## config.mk

```make
export PLATFORM = sky130hd
export DESIGN_NAME = integer_alu_gcd_lcm_core
export DESIGN_NICKNAME = d
export VERILOG_FILES = /design/src/rtl/ial_pkg.sv /design/src/rtl/integer_alu_gcd_lcm_core.sv /design/src/rtl/ial_ctrl.sv /design/src/rtl/ial_datapath.sv
export SDC_FILE = /design/constraint.sdc
export NUM_CORES = 1
export LEC_CHECK = 0
export ABC_AREA = 0
export BUFFER_PORTS_ARGS = -buffer_cell sky130_fd_sc_hd__clkbuf_2
export CAP_MARGIN = 20
export CORE_MARGIN = 4
export CORE_UTILIZATION = 45
export DETAILED_ROUTE_END_ITERATION = 6
export HOLD_SLACK_MARGIN = 0.06
export SYNTH_ARGS = -nofsm -noshare
export SYNTH_HDL_FRONTEND = slang
export SYNTH_SLANG_ARGS = --single-unit
export TNS_END_PERCENT = 50
```

## constraint.sdc

```tcl
create_clock -name clk -period 13.2 [get_ports clk]
set_input_delay 2.64 -clock clk [delete_from_list [all_inputs] [get_ports clk]]
set_output_delay 2.64 -clock clk [all_outputs]
set_load 0.02 [all_outputs]
```

## src/rtl/ial_pkg.sv

```systemverilog
// ial_pkg: shared opcodes, status codes, datapath command codes and the
// controller status bundle for the integer alu with gcd/lcm.
// No dependencies; used by every rtl file of the block.
`default_nettype none

package ial_pkg;

  // default operand width
  localparam int unsigned DATA_WIDTH_DEF = 32;

  // widths of the fixed fields
  localparam int unsigned KIND_W   = 3;
  localparam int unsigned STATUS_W = 2;

  // operation codes carried in the input tuser
  localparam logic [KIND_W-1:0] OP_ADD = 3'd0;
  localparam logic [KIND_W-1:0] OP_SUB = 3'd1;
  localparam logic [KIND_W-1:0] OP_MUL = 3'd2;
  localparam logic [KIND_W-1:0] OP_DIV = 3'd3;
  localparam logic [KIND_W-1:0] OP_REM = 3'd4;
  localparam logic [KIND_W-1:0] OP_GCD = 3'd5;
  localparam logic [KIND_W-1:0] OP_LCM = 3'd6;

  // result status codes carried in the output tuser
  localparam logic [STATUS_W-1:0] ST_OK    = 2'd0;
  localparam logic [STATUS_W-1:0] ST_DIV0  = 2'd1;
  localparam logic [STATUS_W-1:0] ST_BADOP = 2'd2;

  // commands from the controller to the datapath
  typedef enum logic [2:0] {
    CMD_NONE     = 3'd0,
    CMD_LOAD     = 3'd1,
    CMD_MUL_STEP = 3'd2,
    CMD_DIV_STEP = 3'd3,
    CMD_GCD_STEP = 3'd4,
    CMD_LCM_DIV  = 3'd5,
    CMD_LCM_MUL  = 3'd6,
    CMD_FINISH   = 3'd7
  } ial_cmd_t;

  // status from the datapath to the controller
  typedef struct packed {
    logic [KIND_W-1:0] kind;      // latched opcode
    logic              special;   // divide by zero or bad gcd/lcm operand
    logic              cnt_last;  // last iteration of a shift loop
    logic              gcd_eq;    // binary gcd has converged
    logic              out_free;  // output register can take a result
  } ial_stat_t;

endpackage

`default_nettype wire

```

## src/rtl/integer_alu_gcd_lcm_core.sv

```systemverilog
// integer_alu_gcd_lcm_core: top level of the signed integer alu with gcd/lcm.
// Depends on ial_pkg, ial_ctrl and ial_datapath.
//
// One operation per beat: add, sub, mul, div, rem, gcd, lcm on two signed
// DATA_WIDTH operands, one result beat per input beat, in order. Items are
// worked one at a time by a shared iterative datapath. After the accepting
// edge each item passes a dispatch state, and a finish state loads the
// output register; add, sub, an unused opcode and rejected operands go
// straight from dispatch to finish; mul, div and rem first run the
// shift-add multiplier or the restoring divider, one bit per cycle; gcd
// first runs binary gcd steps until the two values are equal; lcm adds a
// division and a multiplication after that. The output register lets a
// finished result wait while the next beat is taken; a computed result
// waits only while the previous one is still held.
`default_nettype none

module integer_alu_gcd_lcm_core #(
  parameter int unsigned DATA_WIDTH = ial_pkg::DATA_WIDTH_DEF,
  localparam int unsigned S_TDATA_W = ((2 * DATA_WIDTH + 7) / 8) * 8,
  localparam int unsigned M_TDATA_W = ((DATA_WIDTH + 7) / 8) * 8
) (
  input  wire logic                          clk,
  input  wire logic                          rst,
  input  wire logic                          s_axis_tvalid,
  output logic                               s_axis_tready,
  input  wire logic [S_TDATA_W-1:0]          s_axis_tdata,  // operand_a, operand_b, zero pad
  input  wire logic [ial_pkg::KIND_W-1:0]    s_axis_tuser,  // kind
  output logic                               m_axis_tvalid,
  input  wire logic                          m_axis_tready,
  output logic [M_TDATA_W-1:0]               m_axis_tdata,  // value, zero pad
  output logic [ial_pkg::STATUS_W-1:0]       m_axis_tuser   // status
);

  ial_pkg::ial_cmd_t  cmd;
  ial_pkg::ial_stat_t stat;
  logic [DATA_WIDTH-1:0] value;

  // sequencer
  ial_ctrl u_ctrl (
    .clk      (clk),
    .rst      (rst),
    .in_valid (s_axis_tvalid),
    .in_ready (s_axis_tready),
    .stat     (stat),
    .cmd      (cmd)
  );

  // arithmetic units and output register
  ial_datapath #(
    .DATA_WIDTH (DATA_WIDTH)
  ) u_datapath (
    .clk        (clk),
    .rst        (rst),
    .cmd        (cmd),
    .stat       (stat),
    .kind_in    (s_axis_tuser),
    .a_in       (s_axis_tdata[DATA_WIDTH-1:0]),
    .b_in       (s_axis_tdata[2*DATA_WIDTH-1:DATA_WIDTH]),
    .out_valid  (m_axis_tvalid),
    .out_ready  (m_axis_tready),
    .out_value  (value),
    .out_status (m_axis_tuser)
  );

  assign m_axis_tdata = M_TDATA_W'(value);

endmodule

`default_nettype wire

```

## src/rtl/ial_ctrl.sv

```systemverilog
// ial_ctrl: sequencing state machine of the integer alu.
// Depends on ial_pkg for command codes, opcodes and the status bundle.
`default_nettype none

module ial_ctrl (
  input  wire logic               clk,
  input  wire logic               rst,
  input  wire logic               in_valid,
  output logic                    in_ready,
  input  wire ial_pkg::ial_stat_t stat,
  output ial_pkg::ial_cmd_t       cmd
);

  typedef enum logic [6:0] {
    S_IDLE = 7'b0000001,
    S_DISP = 7'b0000010,
    S_MUL  = 7'b0000100,
    S_DIV  = 7'b0001000,
    S_GCD  = 7'b0010000,
    S_LCMM = 7'b0100000,
    S_FIN  = 7'b1000000
  } state_t;

  state_t state, state_next;

  // state register
  always_ff @(posedge clk) begin
    if (rst) begin
      state <= S_IDLE;
    end else begin
      state <= state_next;
    end
  end

  assign in_ready = (state == S_IDLE);

  // next state and datapath command
  always_comb begin
    state_next = state;
    cmd        = ial_pkg::CMD_NONE;
    unique case (state)
      S_IDLE: begin
        if (in_valid) begin
          cmd        = ial_pkg::CMD_LOAD;
          state_next = S_DISP;
        end
      end
      S_DISP: begin
        if (stat.special) begin
          state_next = S_FIN;
        end else if (stat.kind == ial_pkg::OP_MUL) begin
          state_next = S_MUL;
        end else if (stat.kind == ial_pkg::OP_DIV || stat.kind == ial_pkg::OP_REM) begin
          state_next = S_DIV;
        end else if (stat.kind == ial_pkg::OP_GCD || stat.kind == ial_pkg::OP_LCM) begin
          state_next = S_GCD;
        end else begin
          state_next = S_FIN;
        end
      end
      S_MUL: begin
        cmd = ial_pkg::CMD_MUL_STEP;
        if (stat.cnt_last) begin
          state_next = S_FIN;
        end
      end
      S_DIV: begin
        cmd = ial_pkg::CMD_DIV_STEP;
        if (stat.cnt_last) begin
          state_next = (stat.kind == ial_pkg::OP_LCM) ? S_LCMM : S_FIN;
        end
      end
      S_GCD: begin
        if (!stat.gcd_eq) begin
          cmd = ial_pkg::CMD_GCD_STEP;
        end else if (stat.kind == ial_pkg::OP_LCM) begin
          // divide a by the gcd next
          cmd        = ial_pkg::CMD_LCM_DIV;
          state_next = S_DIV;
        end else begin
          state_next = S_FIN;
        end
      end
      S_LCMM: begin
        // multiply the quotient by b
        cmd        = ial_pkg::CMD_LCM_MUL;
        state_next = S_MUL;
      end
      S_FIN: begin
        if (stat.out_free) begin
          cmd        = ial_pkg::CMD_FINISH;
          state_next = S_IDLE;
        end
      end
      default: begin
        state_next = S_IDLE;
      end
    endcase
  end

endmodule

`default_nettype wire

```

## src/rtl/ial_datapath.sv

```systemverilog
// ial_datapath: operand registers, shift-add multiplier, restoring divider,
// binary gcd unit and the output register of the integer alu.
// Depends on ial_pkg for command codes, opcodes, status codes and ial_stat_t.
`default_nettype none

module ial_datapath #(
  parameter int unsigned DATA_WIDTH = ial_pkg::DATA_WIDTH_DEF
) (
  input  wire logic                           clk,
  input  wire logic                           rst,
  input  wire ial_pkg::ial_cmd_t              cmd,
  output ial_pkg::ial_stat_t                  stat,
  input  wire logic [ial_pkg::KIND_W-1:0]     kind_in,
  input  wire logic [DATA_WIDTH-1:0]          a_in,
  input  wire logic [DATA_WIDTH-1:0]          b_in,
  output logic                                out_valid,
  input  wire logic                           out_ready,
  output logic [DATA_WIDTH-1:0]               out_value,
  output logic [ial_pkg::STATUS_W-1:0]        out_status
);

  localparam int unsigned CNT_W = $clog2(DATA_WIDTH + 1);
  localparam int unsigned K_W   = $clog2(DATA_WIDTH);

  // operand copies and working registers
  logic [ial_pkg::KIND_W-1:0] kind_q;
  logic                       sign_a;
  logic                       sign_b;
  logic                       special;
  logic [DATA_WIDTH-1:0]      a_q;
  logic [DATA_WIDTH-1:0]      b_q;
  logic [DATA_WIDTH-1:0]      x;
  logic [DATA_WIDTH-1:0]      y;
  logic [DATA_WIDTH-1:0]      z;
  logic [CNT_W-1:0]           cnt;
  logic [K_W-1:0]             k;

  // load-time decode
  logic                  is_divrem;
  logic                  is_gcdlcm;
  logic [DATA_WIDTH-1:0] mag_a;
  logic [DATA_WIDTH-1:0] mag_b;
  logic                  load_special;

  assign is_divrem = (kind_in == ial_pkg::OP_DIV) || (kind_in == ial_pkg::OP_REM);
  assign is_gcdlcm = (kind_in == ial_pkg::OP_GCD) || (kind_in == ial_pkg::OP_LCM);
  assign mag_a = a_in[DATA_WIDTH-1] ? (~a_in) + DATA_WIDTH'(1) : a_in;
  assign mag_b = b_in[DATA_WIDTH-1] ? (~b_in) + DATA_WIDTH'(1) : b_in;
  assign load_special =
      (is_divrem && (b_in == '0)) ||
      (is_gcdlcm && (a_in[DATA_WIDTH-1] || b_in[DATA_WIDTH-1] ||
                     (a_in == '0) || (b_in == '0)));

  // restoring divider trial subtract: x shifts the dividend out and the quotient in
  logic [DATA_WIDTH:0] div_trial;
  logic [DATA_WIDTH:0] div_diff;
  logic                div_ge;

  assign div_trial = {z, x[DATA_WIDTH-1]};
  assign div_diff  = div_trial - {1'b0, y};
  assign div_ge    = !div_diff[DATA_WIDTH];

  // gcd value with the common powers of two restored
  logic [DATA_WIDTH-1:0] gcd_val;
  assign gcd_val = x << k;

  // working register updates
  always_ff @(posedge clk) begin
    unique case (cmd)
      ial_pkg::CMD_LOAD: begin
        kind_q  <= kind_in;
        sign_a  <= a_in[DATA_WIDTH-1];
        sign_b  <= b_in[DATA_WIDTH-1];
        special <= load_special;
        a_q     <= a_in;
        b_q     <= b_in;
        x       <= is_divrem ? mag_a : a_in;
        y       <= is_divrem ? mag_b : b_in;
        z       <= '0;
        cnt     <= CNT_W'(DATA_WIDTH);
        k       <= '0;
      end
      ial_pkg::CMD_MUL_STEP: begin
        if (y[0]) begin
          z <= z + x;
        end
        x   <= {x[DATA_WIDTH-2:0], 1'b0};
        y   <= {1'b0, y[DATA_WIDTH-1:1]};
        cnt <= cnt - CNT_W'(1);
      end
      ial_pkg::CMD_DIV_STEP: begin
        if (div_ge) begin
          z <= div_diff[DATA_WIDTH-1:0];
        end else begin
          z <= div_trial[DATA_WIDTH-1:0];
        end
        x   <= {x[DATA_WIDTH-2:0], div_ge};
        cnt <= cnt - CNT_W'(1);
      end
      ial_pkg::CMD_GCD_STEP: begin
        // one binary gcd step; x and y are known to differ
        priority if (!x[0] && !y[0]) begin
          x <= {1'b0, x[DATA_WIDTH-1:1]};
          y <= {1'b0, y[DATA_WIDTH-1:1]};
          k <= k + K_W'(1);
        end else if (!x[0]) begin
          x <= {1'b0, x[DATA_WIDTH-1:1]};
        end else if (!y[0]) begin
          y <= {1'b0, y[DATA_WIDTH-1:1]};
        end else if (x > y) begin
          x <= (x - y) >> 1;
        end else begin
          y <= (y - x) >> 1;
        end
      end
      ial_pkg::CMD_LCM_DIV: begin
        x   <= a_q;
        y   <= gcd_val;
        z   <= '0;
        cnt <= CNT_W'(DATA_WIDTH);
      end
      ial_pkg::CMD_LCM_MUL: begin
        y   <= b_q;
        z   <= '0;
        cnt <= CNT_W'(DATA_WIDTH);
      end
      ial_pkg::CMD_NONE, ial_pkg::CMD_FINISH: begin
      end
      default: begin
      end
    endcase
  end

  // final result select by opcode
  logic [DATA_WIDTH-1:0]        res_value;
  logic [ial_pkg::STATUS_W-1:0] res_status;

  always_comb begin
    res_value  = '0;
    res_status = ial_pkg::ST_OK;
    unique case (kind_q)
      ial_pkg::OP_ADD: res_value = a_q + b_q;
      ial_pkg::OP_SUB: res_value = a_q - b_q;
      ial_pkg::OP_MUL: res_value = z;
      ial_pkg::OP_DIV: begin
        if (special) begin
          res_status = ial_pkg::ST_DIV0;
        end else begin
          res_value = (sign_a ^ sign_b) ? (~x) + DATA_WIDTH'(1) : x;
        end
      end
      ial_pkg::OP_REM: begin
        if (special) begin
          res_status = ial_pkg::ST_DIV0;
        end else begin
          res_value = sign_a ? (~z) + DATA_WIDTH'(1) : z;
        end
      end
      ial_pkg::OP_GCD: begin
        if (special) begin
          res_status = ial_pkg::ST_BADOP;
        end else begin
          res_value = gcd_val;
        end
      end
      ial_pkg::OP_LCM: begin
        if (special) begin
          res_status = ial_pkg::ST_BADOP;
        end else begin
          res_value = z;
        end
      end
      default: begin
      end
    endcase
  end

  // output register
  always_ff @(posedge clk) begin
    if (rst) begin
      out_valid <= 1'b0;
    end else if (cmd == ial_pkg::CMD_FINISH) begin
      out_valid <= 1'b1;
    end else if (out_ready) begin
      out_valid <= 1'b0;
    end
  end

  always_ff @(posedge clk) begin
    if (cmd == ial_pkg::CMD_FINISH) begin
      out_value  <= res_value;
      out_status <= res_status;
    end
  end

  // status toward the controller
  assign stat.kind     = kind_q;
  assign stat.special  = special;
  assign stat.cnt_last = (cnt == CNT_W'(1));
  assign stat.gcd_eq   = (x == y);
  assign stat.out_free = !out_valid || out_ready;

endmodule

`default_nettype wire

```

==> flow_summary.toml <==
[status]
status = "complete, but fails checks"
violations = "design-rule violations"

[clocking]
cts_setup_buffers = 0
cts.htree.levels = 1
ctsHoldBuffers = 0
cts_tree = "built"
cts_made_buffers = 28
path_clk_slew_ns = 0.06
cts-root-buf = "clkbuf_16"
max-clock-path-buffers = 3
cts_resized = 0
clock_latency_ns = 0.59
numClockSinks = 217

[worst_setup_path]
end_kind = "flip-flop"
cp.required_ns = 13.49
crit_path_start_kind = "flip-flop"
worstPathArrival_ns = 5.71
crit_type = "flip-flop to flip-flop"
crit_top_cell = "buf_4"
cp_max_fo = 15
worst_path_largest_cell_delay_ns = 0.64
crit_chain = "nor2_1 > buf_4 > and2_0 > buf_4 > mux2i_1 > ha_1 > nor2b_1 > o31a_1 > o31ai_1 > o211a_1 > nor3b_1 > o21ai_1 > a311oi_1 > o21bai_1 > xnor2_1 > o221ai_1"
critical_path.slowest_cell = "edfxtp_1"

[global_routing]
overflow = 0
grt_max_degree = 69
grt_usage_pct = 40.3
grt_pass1_vias = 22449
grt_pass1_wl_mm = 166
antenna_found_initial = 8

[synthesis]
ys_seq_elements = 217
ys.flop_type = "edfxtp_1"
ys_async_sr_fraction_pct = 0
synth_top_area_share_pct = 26.8
synth_common_cells = "nand2_1, a21oi_1, edfxtp_1"
syn_inst = 2735
synth_cell_type_count = 95
yosys_warnings = 0
synth_nets = 2977
synth_area_leader_cell = "edfxtp_1"
synth.most_common_cell = "nand2_1"
avgSynthCellArea_um2 = 8.55
synth_edf_count = 209
synth_area_um2 = 23400
synth_area_leaders = "edfxtp_1, ha_1, xnor2_1"
synth-seq-area-share_pct = 27.5

[timing]
drv_slew = 0
tightestPinTransition_ns = 1.32
skew_ns = 0.0173
fin_crit_sh_pct = 41.1
tns_ns = 0
post-route-min-period_ns = 5.42
hold_viol_final = 0
finalSetupViolCount = 0
rsz0062_at_grt = "no"
maxClockFrequency_mhz = 184
slew_headroom_pct = 10.8

[die]
rows = 83
core_area_um2 = 51400
io_pins = 107
die_w_um = 236
die_h_um = 236
die_area_um2 = 55700
initial_core_util_pct = 45.5

[routing]
ant_nets = 0
remaining_drc_errors = 44
routed_wl_mm = 118
drtPass1Iterations = 7
avgRoutedWirePerCell_um = 34.0
via_per_inst = 7.03
via_count = 24483
dr.first_iter.drc_count = 4229

[power]
peakVddDrop_mv = 0.101
power_density_nw_per_um2 = 145
p_leak_nw = 10.1

[placed_design]
hpwl_mm = 93.5
place.gp.congestion = 1.09
portBuffers = 106
dp_cells = 3422

[layout]
drive_gt1_share_pct = 9.94
nets = 3016
multiInputGateArea_um2 = 15900
area_delta_synth_final_pct = 9.76
fillers = 4953
seq_area_um2 = 6440
fin_cells = 3481

[worst_hold_path]
hp-class = "flip-flop to flip-flop"

[job]
max-cap-violations = 0
-- cells by family (layout without fill, tap and decap cells) --
kind of cell | after synthesis | after routing | synth area share [%]
simple gates | 762 | 762 | 15.8
fa+ha+maj | 171 | 171 | 9.31
buf+inv | 268 | 329 | 4.66
compound gates | 953 | 953 | 27.4
other cells | 0 | 5 | 0
mux | 89 | 89 | 5.03
xor+xnor | 275 | 275 | 10.3
flops | 217 | 217 | 27.5
-- area by class of cell --
| type | count | area share [%] |
|---|---|---|
| timing repair buffer | 163 | 3.89 |
| antenna | 5 | 0.0487 |
| multi-input combinational | 2250 | 62.1 |
| sequential | 217 | 25.1 |
| clock buffer | 32 | 2.87 |
| tap | 680 | 3.31 |
| inverter | 114 | 1.67 |
| clock inverter | 20 | 1.04 |
-- worst max-delay path, delay by kind of cell, from the launching register on --
| family | cells | cell delay (ns) |
|---|---|---|
| buf+inv | 2 | 0.56 |
| flops | 1 | 0.64 |
| mux | 1 | 0.36 |
| fa+ha+maj | 1 | 0.29 |
| simple gates | 4 | 1.10 |
| compound gates | 7 | 1.98 |
| xor+xnor | 1 | 0.17 |
-- layout by cell type (no fill, tap or decap), types with 55 or more instances in the layout --
cell type	count
mux2i_1	62
xnor2_1	150
clkbuf_2	106
nor3_1	68
o21ai_0	149
nor2_1	182
buf_4	55
nand2_1	238
inv_1	108
ha_1	166
a21oi_1	216
xor2_1	124
a21o_1	96
edfxtp_1	209
o22ai_1	57
-- stage by stage --
step                      total power, W  hold WS (ns)  utilization, %  setup WS, ns  instance area (um^2)
after floorplan                  0.00215         0.537               -          6.44                 23400
after global placement           0.00277         0.602            47.8          7.71                 24600
after detailed placement         0.00279         0.616            47.9          7.63                 24600
after CTS                        0.00365         0.622            49.8          7.99                 25600
after global routing             0.00386         0.648            49.9          7.68                 25700
final                            0.00373         0.619            49.9          7.78                 25700
-- flip-flops by register name, summed over array words and instances (netlist names) --
name / count
u_datapath.k: 5
u_datapath.out_value: 32
u_datapath.z: 32
u_datapath.cnt: 6
u_datapath.x: 32
u_datapath.out_valid: 1
u_datapath.a_q: 32
u_datapath.special: 1
u_ctrl.state: 7
u_datapath.out_status: 2
u_datapath.kind_q: 3
u_datapath.b_q: 32
u_datapath.y: 32
-- where the power goes --
group | total [W] | switching [W] | internal, W
clock | 0.000865 | 0.000347 | 0.000518
sequential | 0.00103 | 0.000163 | 0.000865
combinational | 0.00184 | 0.00118 | 0.000661
-- path summary, 6_finish.rpt --
kind / slack (ns) / startpoint / cells after the start / to
setup / recovery: 7.78 / u_datapath.kind_q[1]$_DFFE_PP_ / 16 / u_datapath.out_value[25]$_DFFE_PP_
hold / removal: 0.62 / u_datapath.cnt[0]$_SDFFCE_PP0P_ / 1 / u_datapath.cnt[0]$_SDFFCE_PP0P_
setup reg to reg: 7.78 / u_datapath.kind_q[1]$_DFFE_PP_ / 16 / u_datapath.out_value[25]$_DFFE_PP_
hold reg to reg: 0.62 / u_datapath.cnt[0]$_SDFFCE_PP0P_ / 1 / u_datapath.cnt[0]$_SDFFCE_PP0P_
-- routing by layer --
layer	share of wire (%)	global-route usage (%)	wire (um)
met1	39	53.2	46000
met2	41	59.2	49000
met3	11	9.39	12900
met4	8.9	26.4	10500
met5	0.040	0	47
(Power assumes the default switching activity.)
